--- config.mk ---
export PLATFORM = sky130hd
export DESIGN_NAME = aps_ctrl
export DESIGN_NICKNAME = d
export VERILOG_FILES = /design/src/hdl/aps_pkg.sv /design/src/hdl/aps_ctrl.sv
export SDC_FILE = /design/constraint.sdc
export NUM_CORES = 1
export LEC_CHECK = 0
export BUFFER_PORTS_ARGS = -buffer_cell sky130_fd_sc_hd__buf_2
export CORE_AREA = 2 2 39 41
export CTS_BUF_LIST = sky130_fd_sc_hd__clkbuf_4
export DETAILED_ROUTE_END_ITERATION = 7
export DIE_AREA = 0 0 41 43
export PLACE_DENSITY_LB_ADDON = 0.12
export SLEW_MARGIN = 20
export SYNTH_ARGS = -nofsm -noshare
export SYNTH_HDL_FRONTEND = slang
export SYNTH_SLANG_ARGS = --single-unit
--- constraint.sdc ---
create_clock -name clock -period 2.9 [get_ports clock]
set_clock_uncertainty 0.2 [all_clocks]
set_input_delay 0.145 -clock clock [delete_from_list [all_inputs] [get_ports clock]]
set_output_delay 0.145 -clock clock [all_outputs]
set_load 0.05 [all_outputs]
--- src/hdl/aps_pkg.sv ---
// ----------------------------------------------------------------------------
// aps_pkg
// Shared widths, register indexes, reset values and the command and status
// structs that join the controller and the datapath of the partial synth.
// ----------------------------------------------------------------------------
package aps_pkg;

   localparam int unsigned MAX_PARTIALS_DEF    = 64;
   localparam int unsigned SINE_TABLE_SIZE_DEF = 1024;

   localparam int unsigned F0_W     = 24;
   localparam int unsigned AMP_W    = 16;
   localparam int unsigned SAMPLE_W = 24;
   localparam int unsigned INH_W    = 16;
   localparam int unsigned SCALE_W  = 20;
   localparam int unsigned PHASE_W  = 32;
   localparam int unsigned SINE_W   = 16;

   // amplitude * sine is Q.30, the contribution Q.15
   localparam int unsigned FRAC_SHIFT = 15;

   // phase step is bits [56:25] of fsum * scale
   localparam int unsigned FSUM_W     = 57;
   localparam int unsigned FSUM_SPLIT = 29;

   localparam logic [16:0] ONE_Q16 = 17'h10000;

   localparam int unsigned CSR_INDEX_W = 2;
   localparam int unsigned CSR_DATA_W  = 20;

   localparam logic [CSR_INDEX_W-1:0] CSR_HARMONIC_ENABLE  = 2'd0;
   localparam logic [CSR_INDEX_W-1:0] CSR_INHARMONICITY    = 2'd1;
   localparam logic [CSR_INDEX_W-1:0] CSR_PHASE_STEP_SCALE = 2'd2;

   localparam logic               ENABLE_RESET = 1'b1;
   localparam logic [INH_W-1:0]   INH_RESET    = 16'd0;
   localparam logic [SCALE_W-1:0] SCALE_RESET  = 20'd89478;

   typedef struct packed {
      logic accept;
      logic stage_a;
      logic stage_b;
      logic stage_c;
      logic stage_d;
      logic commit;
   } cmd_type;

   typedef struct packed {
      logic last;
      logic out_free;
   } sts_type;

endpackage

--- src/hdl/aps_ctrl.sv ---
// ----------------------------------------------------------------------------
// aps_ctrl
// Sequencer for one partial: accept, four arithmetic steps, then commit of
// phase, counter and sum. Commit of a last partial waits for a free result
// register.
// ----------------------------------------------------------------------------
module aps_ctrl (
   input  logic             clock,
   input  logic             reset,
   input  logic             req_valid,
   output logic             req_stall,
   input  aps_pkg::sts_type sts,
   output aps_pkg::cmd_type cmd
);

   typedef enum logic [2:0] {
      ST_IDLE,
      ST_MULT,
      ST_PROD,
      ST_SUM,
      ST_STEP,
      ST_COMMIT
   } state_type;

   state_type state_ff;
   logic      stall_ff;

   always_comb begin
      cmd         = '0;
      cmd.accept  = (state_ff == ST_IDLE) && req_valid;
      cmd.stage_a = (state_ff == ST_MULT);
      cmd.stage_b = (state_ff == ST_PROD);
      cmd.stage_c = (state_ff == ST_SUM);
      cmd.stage_d = (state_ff == ST_STEP);
      cmd.commit  = (state_ff == ST_COMMIT) && (!sts.last || sts.out_free);
   end

   always_ff @(posedge clock) begin
      if (reset) begin
         state_ff <= ST_IDLE;
         stall_ff <= 1'b0;
      end else begin
         unique case (state_ff)
            ST_IDLE: begin
               if (req_valid) begin
                  state_ff <= ST_MULT;
                  stall_ff <= 1'b1;
               end
            end
            ST_MULT: begin
               state_ff <= ST_PROD;
            end
            ST_PROD: begin
               state_ff <= ST_SUM;
            end
            ST_SUM: begin
               state_ff <= ST_STEP;
            end
            ST_STEP: begin
               state_ff <= ST_COMMIT;
            end
            ST_COMMIT: begin
               if (!sts.last || sts.out_free) begin
                  state_ff <= ST_IDLE;
                  stall_ff <= 1'b0;
               end
            end
            default: begin
               state_ff <= ST_IDLE;
               stall_ff <= 1'b0;
            end
         endcase
      end
   end

   assign req_stall = stall_ff;

endmodule

==> impl_metrics.csv <==
group,metric,value,unit
global_routing,grt_util_met1,8.039,%
global_routing,antenna_found_initial,0,
clock_tree,path_clk_slew,0.04,ns
cells_and_area,layout_common_cells,"buf_2 (11), dfxtp_1 (4), clkbuf_4 (3)",
cells_and_area,num_antenna_cells,0,
route,vias_per_cell,4.130,
cells_and_area,final_common_cell,"buf_2",
clock_tree,post_cts_resized,0,
timing,slew_headroom,76.70,%
route,drtAntennaViolNets,0,
timing,setup-violations-final,0,
route,vias,223,
yosys,synth.distinct_cells,16,
clock_tree,cts_tree,"built",
placed_design,hpwl,405.4,µm
route,drt_iter0_drc,2,
yosys,ys_seq_elements,4,
timing,fin_crit_sh,60.33,%
pwr,vdd_drop_max,173.2,µV
yosys,ys_seq_area_share,35.36,%
die,placementRows,14,
die,core-area,1384,µm²
min_path,min_path_type,"input pin to flip-flop",
clock_tree,clk_latency,0.23,ns
cells_and_area,final_nets,45,
timing,layout_setup_ws,1.150,ns
worst_setup_path,crit_type,"flip-flop to primary output",
yosys,yosysTopAreaCell,"dfxtp_1",
worst_setup_path,crit_arrival,1.40,ns
route,wl,484,µm
global_routing,grt_use_total,6.526,%
route,drt_pass1_iterations,2,
global_routing,grt_pass1_wl,772,µm
worst_setup_path,end_kind,"primary output",
cells_and_area,design_area,322.8,µm²
timing,fmax,571.6,MHz
clock_tree,clock-sinks,4,
cells_and_area,fillerInstances,161,
yosys,post_synth.cell_area_avg,9.436,µm²
flow_run,max_cap_viol_count,0,
timing,hold_slack,0.08925,ns
yosys,postSynth.asyncResetShare,0,%
placed_design,place_area,290.3,µm²
route,drc,0,
yosys,synthFlopType,"dfxtp_1",
yosys,synth.area.top_cells,"dfxtp_1 (35%), nor4b_4 (10%), nor3b_1 (6.6%)",
timing,period_needed,1.750,ns
worst_setup_path,crit_buf_inv,1,
clock_tree,htreeDepth,1,
clock_tree,cts_setup_buffers,0,
timing,hold_viol,0,
timing,tns,0,ns
die,start_util,16.37,%
pwr,p_leak,0.1539,nW
timing,worst_pin_slew,0.3407,ns
worst_setup_path,worstPathMaxFanout,9,
die,die_w,41,µm
timing,drv_slew,0,
route,wire_per_inst,8.963,µm
cells_and_area,fin_util,23.33,%
global_routing,use_met2,8.750,%
worst_setup_path,critical-path-top-delay-family,"flip-flops",
global_routing,grt_max_degree,10,
placed_design,place.port_buffers,11,
die,die_area,1763,µm²
placed_design,place_congestion,0.7326,
yosys,synth_edf_count,0,
placed_design,pre_cts_slack,1.380,ns
worst_setup_path,required,2.56,ns
worst_setup_path,worstPathCellList,"nor2b_1 > nor3b_1 > buf_2",
worst_setup_path,worst_setup_path_start_kind,"flip-flop",
outcome,status,"finished clean",
clock_tree,hold_buffers,1,
global_routing,grt_overflow_total,0,
die,num_io_pins,12,
clock_tree,cts.path.max_buffers,2,
die,fp.dieH,43,µm
worst_setup_path,cp_slowest_cell,"dfxtp_1",
clock_tree,cts_inserted_buffers,3,
pwr,p_per_area,574.3,nW/µm²
yosys,synth_top_area_share,35.36,%
cells_and_area,drive_gt1_share,42.11,%
yosys,synthCells,24,
yosys,synth.net_count,29,
worst_setup_path,cpPeakStageDelay,0.48,ns
global_routing,grt_busiest_layer,"met2",
global_routing,grt_pass1_vias,211,
cells_and_area,area_delta_synth_final,42.54,%
yosys,yosys_warnings,0,
timing,rsz0062_at_grt,"no",
clock_tree,cts_root_buffer,"clkbuf_4",
global_routing,grt_util_met3,1.571,%
yosys,syn_area,226.5,µm²
[Yosys cell counts, types with 2 or more instances]
cell type	count
dfxtp_1	4
a21oi_1	2
inv_1	2
nor2b_1	2
nor3_1	2
nor3b_1	2
[worst min-delay path: stages]
cell and delay (ns):
buf_2 0.11, nor3_1 0.12, a2111oi_0 0.08
[path summary, 6_finish.rpt]
path         slack (ns)  depth (start not counted)                      from                        to
max                1.15                          3  state_ff[2]$_SDFFE_PP0P_                    cmd[0]
min                0.09                          3                 req_valid  state_ff[0]$_SDFFE_PP0P_
max reg2reg        1.65                          2  state_ff[2]$_SDFFE_PP0P_  state_ff[0]$_SDFFE_PP0P_
min reg2reg        0.30                          2    req_stall$_SDFFE_PP0P_    req_stall$_SDFFE_PP0P_
[registers in the layout, indices dropped and copies added (netlist names)]
signal	count
req_stall	1
state_ff	3
[logic make-up (layout without fill, tap and decap cells)]
kind of cell | count (synthesis) | after routing | synth area share (%)
and+or+nand+nor | 10 | 10 | 34.80
buffers and inverters | 3 | 17 | 8.288
AOI/OAI and AO/OA | 7 | 7 | 21.55
DFF | 4 | 4 | 35.36
[layout make-up]
type,count,area [µm²],share of cell area [%]
multi-input combinational,17,127.6,39.53
sequential,4,80.08,24.81
timing repair buffer,12,65.06,20.16
clock buffer,3,22.52,6.977
tap,16,20.02,6.202
inverter,2,7.507,2.326
[where the power goes]
group | total (mW) | switching (mW) | leakage [nW] | internal [mW]
clock network | 0.0653 | 0.0193 | 0.0138 | 0.0460
registers | 0.0669 | 0.00675 | 0.0330 | 0.0601
logic | 0.0532 | 0.0359 | 0.107 | 0.0173
[metal layers]
layer  routed length [µm]  share of wire [%]
met5                    0                  0
met4                    0                  0
met3                   32                6.6
met2                  244                 50
met1                  207                 43
[stage by stage]
stage               std cells  power, mW
floorplan                  24     0.1083
global placement           50     0.1207
detailed placement         50     0.1203
CTS                        54     0.1913
global route               54     0.1992
finish                     54     0.1854
No activity file was read; power rests on OpenSTA's default activity.
